==> config.mk <==
export PLATFORM = sky130hd
export DESIGN_NAME = glyph_bitmap_expander
export DESIGN_NICKNAME = d
export VERILOG_FILES = /design/src/gbe_pkg.sv /design/src/gbe_expand.sv /design/src/gbe_serial.sv /design/src/glyph_bitmap_expander.sv
export SDC_FILE = /design/constraint.sdc
export NUM_CORES = 1
export LEC_CHECK = 0
export BUFFER_PORTS_ARGS = -buffer_cell sky130_fd_sc_hd__buf_4
export CELL_PAD_IN_SITES_DETAIL_PLACEMENT = 2
export CELL_PAD_IN_SITES_GLOBAL_PLACEMENT = 2
export CORE_ASPECT_RATIO = 1.2
export CORE_MARGIN = 5
export CORE_UTILIZATION = 39
export CTS_CLUSTER_DIAMETER = 30
export DETAILED_ROUTE_END_ITERATION = 12
export GPL_TIMING_DRIVEN = 0
export PLACE_DENSITY = 0.85
export SKIP_LAST_GASP = 1
export SYNTH_ARGS = -nofsm -noshare
export SYNTH_HDL_FRONTEND = slang
export SYNTH_SLANG_ARGS = --single-unit
==> constraint.sdc <==
create_clock -name clk -period 13.45 [get_ports clk]
set_input_delay 1.345 -clock clk [delete_from_list [all_inputs] [get_ports clk]]
set_output_delay 1.345 -clock clk [all_outputs]
set_load 0.05 [all_outputs]
==> src/gbe_pkg.sv <==
// Shared types and constants for the glyph bitmap expander.
// No dependencies; every module of the block imports this package.
package gbe_pkg;

  localparam int BYTE_BITS = 8;
  localparam int COORD_W   = 16;
  localparam int COLOR_W   = 16;
  localparam int COL_W     = 6;
  localparam int IDX_W     = 3;

  // Configuration register indexes
  localparam logic [1:0] CFG_FG_COLOR    = 2'd0;
  localparam logic [1:0] CFG_BG_COLOR    = 2'd1;
  localparam logic [1:0] CFG_GLYPH_WIDTH = 2'd2;
  localparam logic [1:0] CFG_TRANSPARENT = 2'd3;

  typedef struct packed {
    logic [COLOR_W-1:0] fg_color;
    logic [COLOR_W-1:0] bg_color;
    logic [COL_W-1:0]   glyph_width;
    logic               transparent_mode;
  } cfg_t;

  // Pixels produced by one font byte: x of bit 0, row, emit mask, raw bits
  typedef struct packed {
    logic [COORD_W-1:0]   x;
    logic [COORD_W-1:0]   y;
    logic [BYTE_BITS-1:0] mask;
    logic [BYTE_BITS-1:0] bits;
  } burst_t;

endpackage

==> src/gbe_expand.sv <==
// Per-byte expansion: glyph position state and the pixel burst of one byte.
// Depends on gbe_pkg.
module gbe_expand #(
  parameter int MAX_GLYPH_WIDTH = 32
) (
  input  logic                 clk,
  input  logic                 rst,
  input  gbe_pkg::cfg_t        cfg,
  input  logic                 accept,
  input  logic [7:0]           font_bits,
  input  logic                 glyph_start,
  input  logic [15:0]          origin_x,
  input  logic [15:0]          origin_y,
  output gbe_pkg::burst_t      burst
);
  import gbe_pkg::*;

  logic [COL_W-1:0]   column_count;
  logic [COORD_W-1:0] row_offset;
  logic [COORD_W-1:0] base_x;
  logic [COORD_W-1:0] base_y;

  logic [COL_W-1:0]   column_count_next;
  logic [COORD_W-1:0] row_offset_next;

  logic [COL_W-1:0]   width;
  logic [COL_W-1:0]   col0;
  logic [COORD_W-1:0] row0;
  logic [COORD_W-1:0] bx;
  logic [COORD_W-1:0] by;
  logic [COL_W:0]     remain;
  logic [3:0]         n_take;
  logic               row_end;
  logic [BYTE_BITS-1:0] take_mask;

  always_comb begin
    width = cfg.glyph_width;
    if (width == '0) begin
      width = COL_W'(1);
    end
    if ({1'b0, width} > (COL_W+1)'(MAX_GLYPH_WIDTH)) begin
      width = COL_W'(MAX_GLYPH_WIDTH);
    end

    // start flag restarts the glyph at its origin
    col0 = glyph_start ? '0 : column_count;
    row0 = glyph_start ? '0 : row_offset;
    bx   = glyph_start ? origin_x : base_x;
    by   = glyph_start ? origin_y : base_y;

    remain = {1'b0, width} - {1'b0, col0};
    if ({1'b0, col0} + (COL_W+1)'(1) >= {1'b0, width}) begin
      n_take  = 4'd1;
      row_end = 1'b1;
    end else if (remain <= (COL_W+1)'(BYTE_BITS)) begin
      n_take  = remain[3:0];
      row_end = 1'b1;
    end else begin
      n_take  = 4'(BYTE_BITS);
      row_end = 1'b0;
    end

    take_mask = 8'hFF >> (4'(BYTE_BITS) - n_take);

    if (row_end) begin
      column_count_next = '0;
      row_offset_next   = row0 + COORD_W'(1);
    end else begin
      column_count_next = col0 + COL_W'(BYTE_BITS);
      row_offset_next   = row0;
    end

    burst.x    = bx + COORD_W'(col0);
    burst.y    = by + row0;
    burst.mask = take_mask & (cfg.transparent_mode ? font_bits : 8'hFF);
    burst.bits = font_bits;
  end

  always_ff @(posedge clk) begin
    if (rst) begin
      column_count <= '0;
      row_offset   <= '0;
      base_x       <= '0;
      base_y       <= '0;
    end else if (accept) begin
      column_count <= column_count_next;
      row_offset   <= row_offset_next;
      base_x       <= bx;
      base_y       <= by;
    end
  end

endmodule

==> src/gbe_serial.sv <==
// Result register for one byte's pixels; drains one pixel per cycle while pix_ready is high.
// Depends on gbe_pkg.
module gbe_serial (
  input  logic                 clk,
  input  logic                 rst,
  input  gbe_pkg::cfg_t        cfg,
  input  logic                 load,
  input  gbe_pkg::burst_t      burst_in,
  output logic                 load_ready,
  output logic                 pix_valid,
  input  logic                 pix_ready,
  output logic [15:0]          pixel_x,
  output logic [15:0]          pixel_y,
  output logic [15:0]          pixel_color,
  output logic                 run_last
);
  import gbe_pkg::*;

  logic [COORD_W-1:0]   burst_x;
  logic [COORD_W-1:0]   burst_y;
  logic [BYTE_BITS-1:0] burst_bits;
  logic [BYTE_BITS-1:0] mask;
  logic [BYTE_BITS-1:0] sel;
  logic [IDX_W-1:0]     idx;
  logic                 found;

  // pick the lowest pending pixel
  always_comb begin
    sel   = '0;
    idx   = '0;
    found = 1'b0;
    for (int i = 0; i < BYTE_BITS; i++) begin
      if (mask[i] && !found) begin
        sel[i] = 1'b1;
        idx    = IDX_W'(i);
        found  = 1'b1;
      end
    end
  end

  assign pix_valid   = |mask;
  assign run_last    = (mask & ~sel) == '0;
  assign pixel_x     = burst_x + COORD_W'(idx);
  assign pixel_y     = burst_y;
  assign pixel_color = burst_bits[idx] ? cfg.fg_color : cfg.bg_color;
  assign load_ready  = !pix_valid || (pix_ready && run_last);

  always_ff @(posedge clk) begin
    if (rst) begin
      mask <= '0;
    end else if (load) begin
      mask <= burst_in.mask;
    end else if (pix_valid && pix_ready) begin
      mask <= mask & ~sel;
    end
  end

  always_ff @(posedge clk) begin
    if (load) begin
      burst_x    <= burst_in.x;
      burst_y    <= burst_in.y;
      burst_bits <= burst_in.bits;
    end
  end

endmodule

==> src/glyph_bitmap_expander.sv <==
// Top level of the glyph bitmap expander: configuration registers and stream ports.
// Depends on gbe_pkg, gbe_expand and gbe_serial.
//
// Takes font bitmap bytes (bit 0 leftmost) on the slave stream and emits
// pixels on the master stream, one pixel per cycle while m_tready is high.
// A byte is expanded in the cycle it is transferred and its pixels (zero to
// eight) go into a result register; the next byte is taken in the same cycle
// as the last pixel of the current one leaves, so a byte is never taken while
// pixels are pending. A byte that yields none (a transparent byte with no set
// bits) leaves the register empty and ready for the next byte. The pixel port
// sets the byte rate. tuser flags the first byte of a glyph and loads its
// origin; tlast marks the last pixel of each byte. Rows span ceil(width/8)
// bytes; bits past the row width are dropped. Coordinates wrap modulo 65536.
// Write configuration only while the block is idle.
module glyph_bitmap_expander #(
  parameter int MAX_GLYPH_WIDTH = 32
) (
  input  logic        clk,
  input  logic        rst,
  // configuration write port
  input  logic        cfg_we,
  input  logic [1:0]  cfg_index,
  input  logic [15:0] cfg_data,
  // byte input
  input  logic        s_tvalid,
  output logic        s_tready,
  input  logic [39:0] s_tdata,   // font_bits[7:0], origin_x[23:8], origin_y[39:24]
  input  logic        s_tuser,   // glyph_start
  // pixel output
  output logic        m_tvalid,
  input  logic        m_tready,
  output logic [47:0] m_tdata,   // pixel_x[15:0], pixel_y[31:16], pixel_color[47:32]
  output logic        m_tlast    // run_last
);
  import gbe_pkg::*;

  cfg_t   cfg;
  burst_t burst;
  logic   s_xfer;
  logic [15:0] pixel_x;
  logic [15:0] pixel_y;
  logic [15:0] pixel_color;

  // configuration registers
  always_ff @(posedge clk) begin
    if (rst) begin
      cfg.fg_color         <= 16'hFFFF;
      cfg.bg_color         <= '0;
      cfg.glyph_width      <= COL_W'(8);
      cfg.transparent_mode <= 1'b0;
    end else if (cfg_we) begin
      case (cfg_index)
        CFG_FG_COLOR:    cfg.fg_color         <= cfg_data;
        CFG_BG_COLOR:    cfg.bg_color         <= cfg_data;
        CFG_GLYPH_WIDTH: cfg.glyph_width      <= cfg_data[COL_W-1:0];
        CFG_TRANSPARENT: cfg.transparent_mode <= cfg_data[0];
        default: ;
      endcase
    end
  end

  assign s_xfer = s_tvalid && s_tready;

  // expand the byte and advance the glyph position on each input transfer
  gbe_expand #(
    .MAX_GLYPH_WIDTH (MAX_GLYPH_WIDTH)
  ) u_expand (
    .clk         (clk),
    .rst         (rst),
    .cfg         (cfg),
    .accept      (s_xfer),
    .font_bits   (s_tdata[7:0]),
    .glyph_start (s_tuser),
    .origin_x    (s_tdata[23:8]),
    .origin_y    (s_tdata[39:24]),
    .burst       (burst)
  );

  // hold the burst and drain it one pixel per transfer
  gbe_serial u_serial (
    .clk         (clk),
    .rst         (rst),
    .cfg         (cfg),
    .load        (s_xfer),
    .burst_in    (burst),
    .load_ready  (s_tready),
    .pix_valid   (m_tvalid),
    .pix_ready   (m_tready),
    .pixel_x     (pixel_x),
    .pixel_y     (pixel_y),
    .pixel_color (pixel_color),
    .run_last    (m_tlast)
  );

  assign m_tdata = {pixel_color, pixel_y, pixel_x};

  // a new byte never overwrites pixels still pending
  a_no_overwrite: assert property (@(posedge clk) disable iff (rst)
    s_xfer |-> (!m_tvalid || (m_tready && m_tlast)))
    else $error("byte accepted while pixels pending");

  // a pixel that is not the last of its byte is followed by another
  a_run_continues: assert property (@(posedge clk) disable iff (rst)
    (m_tvalid && m_tready && !m_tlast) |=> m_tvalid)
    else $error("pixel run ended without tlast");

  // pixels of one byte share a row
  a_same_row: assert property (@(posedge clk) disable iff (rst)
    (m_tvalid && m_tready && !m_tlast) |=> (m_tdata[31:16] == $past(m_tdata[31:16])))
    else $error("row changed inside a byte");

endmodule

==> impl_metrics.ini, run 1 <==
[outcome]
outcome = completed

[critical_path]
r2r_end = u_expand.row_offset[5]
critPathMaxFanout = 10
path_class = in2reg
crit_path_end_kind = flip-flop
cp_slowest_cell = clkbuf_1
worst-path-buf-inv = 7
cp-start-kind = primary input
cp_common_cell = clkbuf_1
cp_top_family = buffers and inverters
r2r_slack_ns = 8.53
crit_chain = buf_4, clkbuf_1, clkbuf_1, clkbuf_1, clkbuf_1, nor2b_1, ha_1, inv_1, fa_1, nand3b_1, a32o_1, a31o_2, o31ai_1, buf_2, nand3_1, o311ai_0, a21oi_1
cp.arrival_ns = 7.65
reg2reg_depth = 14
cpPeakStageDelay_ns = 0.66
cp.depth = 17
crit_required_ns = 13.71
r2r_start = cfg[4]

[finish]
n_fill_cell = 2298
nets = 1137
insertedDiodeCount = 0
layout_common_cells = 113 x buf_4, 110 x nand2_1, 101 x dfxtp_1
final_util_pct = 48.02
area_delta_synth_final_pct = 21.64
drive_gt1_share_pct = 20.35
layout_commonest_cell = buf_4

[sta]
setup_ws_ns = 6.061
rsz0062_at_grt = false
setup_viol = 0
hold_viol = 0
finalCritPeriodShare_pct = 54.93
fin_skew_ns = 0.01215
finalCriticalPeriod_ns = 7.389
fmax_ghz = 0.1353
maxSlewHeadroom_pct = 28.77
drv_slew = 0
max_slew.worst_pin.slew_ns = 1.041
final.setup.tns_ns = 0

[power]
power_density_nw_per_um2 = 275.7
p_total_w = 0.002766
vdd_drop_max_mv = 0.4717
leakage_nw = 4.109

[synth]
synth-edff-count = 40
yosysTopAreaCellShare_pct = 24.51
synth_area_um2 = 8250
synth_fp_nets = 1004
synth.area.top_cells = dfxtp_1 25%, edfxtp_1 15%, mux2i_1 7.5%
yosys_register_bits = 141
synth-async-reset-ratio_pct = 0
yosysWarnings = 0
ys_seq_area_share_pct = 39.07
synth_cells = 896
ys_types = 67
synth_top_flop_cell = dfxtp_1
synthDominantAreaCellType = dfxtp_1
avgSynthCellArea_um2 = 9.208

[grt]
grt.total_usage_pct = 24.04
use_met1_pct = 27.78
use_met2_pct = 44.58
grt_max_degree = 36
met3_usage_pct = 3.664
overflow = 0
grt.busiest_layer = met2
first_global_vias = 8297
antenna_found_initial = 0
grt_first_pass_wirelength_um = 45530

[hold_path]
min_delay_path_depth = 2
hold_path_startpoint = cfg[8]
hold_end = cfg[8]
hold_class = reg2reg

[route]
first_pass_iters = 4
ant_nets = 0
drt_wl_total_um = 28960
vias_per_cell = 5.594
vias = 7339
drcViolationCount = 0
routedWlPerCell_um = 22.07
drtIter0Drc = 321

[die]
die_w_um = 142.8
initial_utilization_pct = 39.48
die_h_um = 169.3
rows = 58
io_pins = 115
core-area_um2 = 20900
die_area_um2 = 24180

[cts]
insertion_delay_ns = 0.43
clk_path_buf_depth = 2
post_cts_buffers = 0
cts_tree = yes
clockRootBuffer = clkbuf_16
clkTransAtPathRegs_ns = 0.06
cts_buffers = 17
post_cts_resized = 0
cts-hold-fix-buffers = 0
clock-sinks = 141
htreeDepth = 4

[placement]
port_buffers = 113
dp_hpwl_um = 20210
pre_cts_ws_ns = 5.945
place.gp.congestion = 0.7775

[job]
maxCapViolations = 0
-- registers in the layout (all words and copies together) (netlist names) --
signal and cells:
u_serial.pixel_y 16, u_expand.base_x 16, u_serial.burst_bits 8, u_expand.row_offset 16, cfg 39, u_expand.base_y 16, u_serial.burst_x 16, u_expand.column_count 6
u_serial.mask 8
-- per-layer routing --
layer / part of all wire [%] / vias to the layer above
li1: - / 3446
met1: 40 / 3673
met2: 53 / 159
met3: 3.8 / 61
met4: 2.7 / 0
met5: 0 / -
-- logic make-up after synthesis --
logic type | count (synthesis) | synth area share [%]
compound gates | 159 | 12.98
xor+xnor | 52 | 5.520
fa+ha+maj | 47 | 7.401
buf+inv | 81 | 3.973
flops | 141 | 39.07
mux | 100 | 12.74
simple gates | 316 | 18.32
-- worst max path at each step --
stage | startpoint | to
final | s_tuser | u_expand.row_offset[5]
after global routing | s_tuser | u_serial.mask[5]
after CTS | s_tuser | u_expand.row_offset[5]
after detailed placement | s_tuser | u_serial.mask[5]
after global placement | s_tuser | u_serial.mask[6]
after floorplan | s_tuser | u_serial.mask[4]
-- tightest hold or removal path, delay by kind of cell (launching register included) --
kind / cells / cell delay (ns)
flops: 1 / 0.31
compound gates: 1 / 0.05
simple gates: 1 / 0.05
-- area by class of cell --
cell class	count	area, um2	share of cell area [%]
buffer	44	190.2	1.895
inverter	37	138.9	1.384
clock inverter	14	127.6	1.272
multi-input combinational	674	4700	46.83
timing repair buffer	114	868.3	8.652
clock buffer	18	450.4	4.488
sequential	141	3223	32.12
tap	270	337.8	3.366
-- through the flow --
stage | hold slack (ns) | cells | instance area [um2]
3_3_place_gp | 0.4345 | 1279 | 9437
3_5_place_dp | 0.4400 | 1280 | 9458
4_1_cts | 0.4629 | 1312 | 10040
6_report | 0.4595 | 1312 | 10040
5_1_grt | 0.4922 | 1312 | 10040
2_1_floorplan | 0.4185 | 896 | 8250
-- report_power, final --
part / internal (W) / total (W) / switching (W)
Combinational: 0.000543 / 0.00166 / 0.00111
Sequential: 0.000563 / 0.000630 / 0.0000671
Clock: 0.000269 / 0.000478 / 0.000210
-- cell usage after synthesis, types with 3 or more instances --
cell type    n
clkbuf_1    30
o21bai_1     3
o311ai_0     4
nor3b_1      6
mux2i_1     62
fa_1         4
dfxtp_1    101
nor2_1      81
xor2_1       9
nand2_1    110
a2111o_1     9
a21oi_1     56
buf_1        5
a31oi_1      9
and3_1       9
nor2b_1     23
xnor2_1     43
nand4_1      7
nor4_1       3
mux2_2      37
o211ai_1     5
a31o_2       4
o41ai_1      3
buf_2        7
or2_2        4
maj3_1       3
a21o_1       6
o2111ai_1    5
nand2b_1     9
nand3_1     31
o21ai_0     24
and2_1       6
edfxtp_1    40
nand3b_1     5
a211oi_1     6
inv_1       36
or3_1        6
o21a_1       5
nor3_1       6
ha_1        40
Power figures use the tool's default switching activity.
==> run 2, diff against run 1 <==
CORE_UTILIZATION = 36   (was 39)
PLACE_DENSITY = 0.8   (was 0.85)
clock period = 7.2 ns   (was 13.45 ns; I/O delays follow)
==> impl_metrics.ini, run 2 (same netlist as run 1, synthesis figures left out) <==
[outcome]
outcome = completed

[placement]
dp_hpwl_um = 19690
port_buffers = 113
place.gp.congestion = 0.7490
placed_area_um2 = 9469
dp.cells = 1289

[finish]
drive_gt1_share_pct = 20.35
largest_reg_flops = 39
final_area_um2 = 10050
finalNonFillerCells = 1321
nets = 1137
largest_register = cfg
area_delta_synth_final_pct = 21.84
layout_common_cells = 113 x buf_4, 110 x nand2_1, 101 x dfxtp_1
insertedDiodeCount = 0
layout_commonest_cell = buf_4

[grt]
grt_first_pass_wirelength_um = 41810
overflow = 0
grt_max_degree = 33
first_global_vias = 7988
antenna_found_initial = 0
grt.total_usage_pct = 20.04

[sta]
finalCritPeriodShare_pct = 88.63
finalCriticalPeriod_ns = 6.381
setup_viol = 0
final.setup.tns_ns = 0
rsz0062_at_grt = false
hold_viol = 0
drv_slew = 0
fin_skew_ns = 0.01105
fmax_ghz = 0.1567
maxSlewHeadroom_pct = 25.75
max_slew.worst_pin.slew_ns = 1.086

[critical_path]
cp-start-kind = primary input
cp.arrival_ns = 6.73
crit_start = s_tuser
path_class = in2reg
critPathMaxFanout = 10
r2r_start = cfg[4]
cp_common_cell = clkbuf_1
cp_slowest_cell = clkbuf_1
crit_chain = buf_4, clkbuf_1, clkbuf_1, clkbuf_1, clkbuf_1, nor2b_1, ha_1, inv_1, fa_1, nand3b_1, a32o_1, a31o_2, nor2_1, nand2_1, o21ai_0, inv_1, ha_1, or3_1, a211o_1, o21ai_0
crit_path_end_kind = flip-flop
crit_required_ns = 7.55
cpPeakStageDelay_ns = 0.63

[hold_path]
hold_path_startpoint = u_expand.row_offset[1]
hold_class = reg2reg

[route]
vias_per_cell = 5.371
first_pass_iters = 4
drt_wl_total_um = 25910
drtIter0Drc = 236
drcViolationCount = 0
ant_nets = 0
vias = 7095
routedWlPerCell_um = 19.61

[cts]
htreeDepth = 4
clkTransAtPathRegs_ns = 0.07
cts_buffers = 17
cts-hold-fix-buffers = 0
clock-sinks = 141
post_cts_buffers = 0
cts_tree = yes
post_cts_resized = 0
clk_path_buf_depth = 2
clockRootBuffer = clkbuf_16
insertion_delay_ns = 0.43

[die]
core-area_um2 = 22520
die_h_um = 175.8
die_area_um2 = 26060
rows = 60
initial_utilization_pct = 36.63
io_pins = 115
die_w_um = 148.2

[power]
power_density_nw_per_um2 = 508.7
vdd_drop_max_mv = 0.5442
leakage_nw = 4.111

[job]
maxCapViolations = 0
-- run 2: worst paths after layout --
kind                            endpoint  cells past startpoint  slack (ns)
setup reg to reg        u_serial.mask[6]                     17        2.58
hold reg to reg   u_expand.row_offset[1]                      1        0.46
setup / recovery        u_serial.mask[6]                     20        0.82
hold / removal    u_expand.row_offset[1]                      1        0.46
-- run 2: metrics by stage --
| stage | worst slack [ns] | hold slack, ns | util, % | total power (W) |
|---|---|---|---|---|
| 6_report | 0.8189 | 0.4613 | 44.63 | 0.005114 |
| 5_1_grt | 0.3495 | 0.4718 | 44.63 | 0.005385 |
| 4_1_cts | 0.7455 | 0.4630 | 44.63 | 0.005171 |
| 3_5_place_dp | 0.3884 | 0.4426 | 42.04 | 0.004270 |
| 3_3_place_gp | 0.4536 | 0.4275 | 41.95 | 0.004207 |
| 2_1_floorplan | 1.947 | 0.4185 | - | 0.003393 |
-- run 2: worst max-delay path: cells and delay by family --
family | cells | cell delay (ns)
fa+ha+maj | 3 | 0.99
compound gates | 5 | 1.35
simple gates | 5 | 1.21
buf+inv | 7 | 2.46
-- run 2: layout make-up --
class,instances,area [um2]
Fill cell,2500,12470
Multi-Input combinational cell,674,4700
Sequential cell,141,3223
Timing Repair Buffer,114,868.3
Clock buffer,18,450.4
Tap cell,279,349.1
Buffer,44,190.2
Inverter,37,138.9
Clock inverter,14,132.6
-- run 2: layer usage --
metal  up-vias  routed length [um]  share of wire (%)  global-route usage (%)
li1       3450                   -                  -                       -
met1      3509               11200                 43                   23.89
met2       112               13520                 52                   37.00
met3        24                 821                3.2                   3.174
met4         0                 368                1.4                   5.660
met5         -                   0                  0                       0
-- run 2: where the power goes --
part	switching (W)	internal [W]	total, W
Sequential	0.000114	0.00105	0.00117
Clock	0.000406	0.000482	0.000888
Combinational	0.00205	0.00101	0.00306
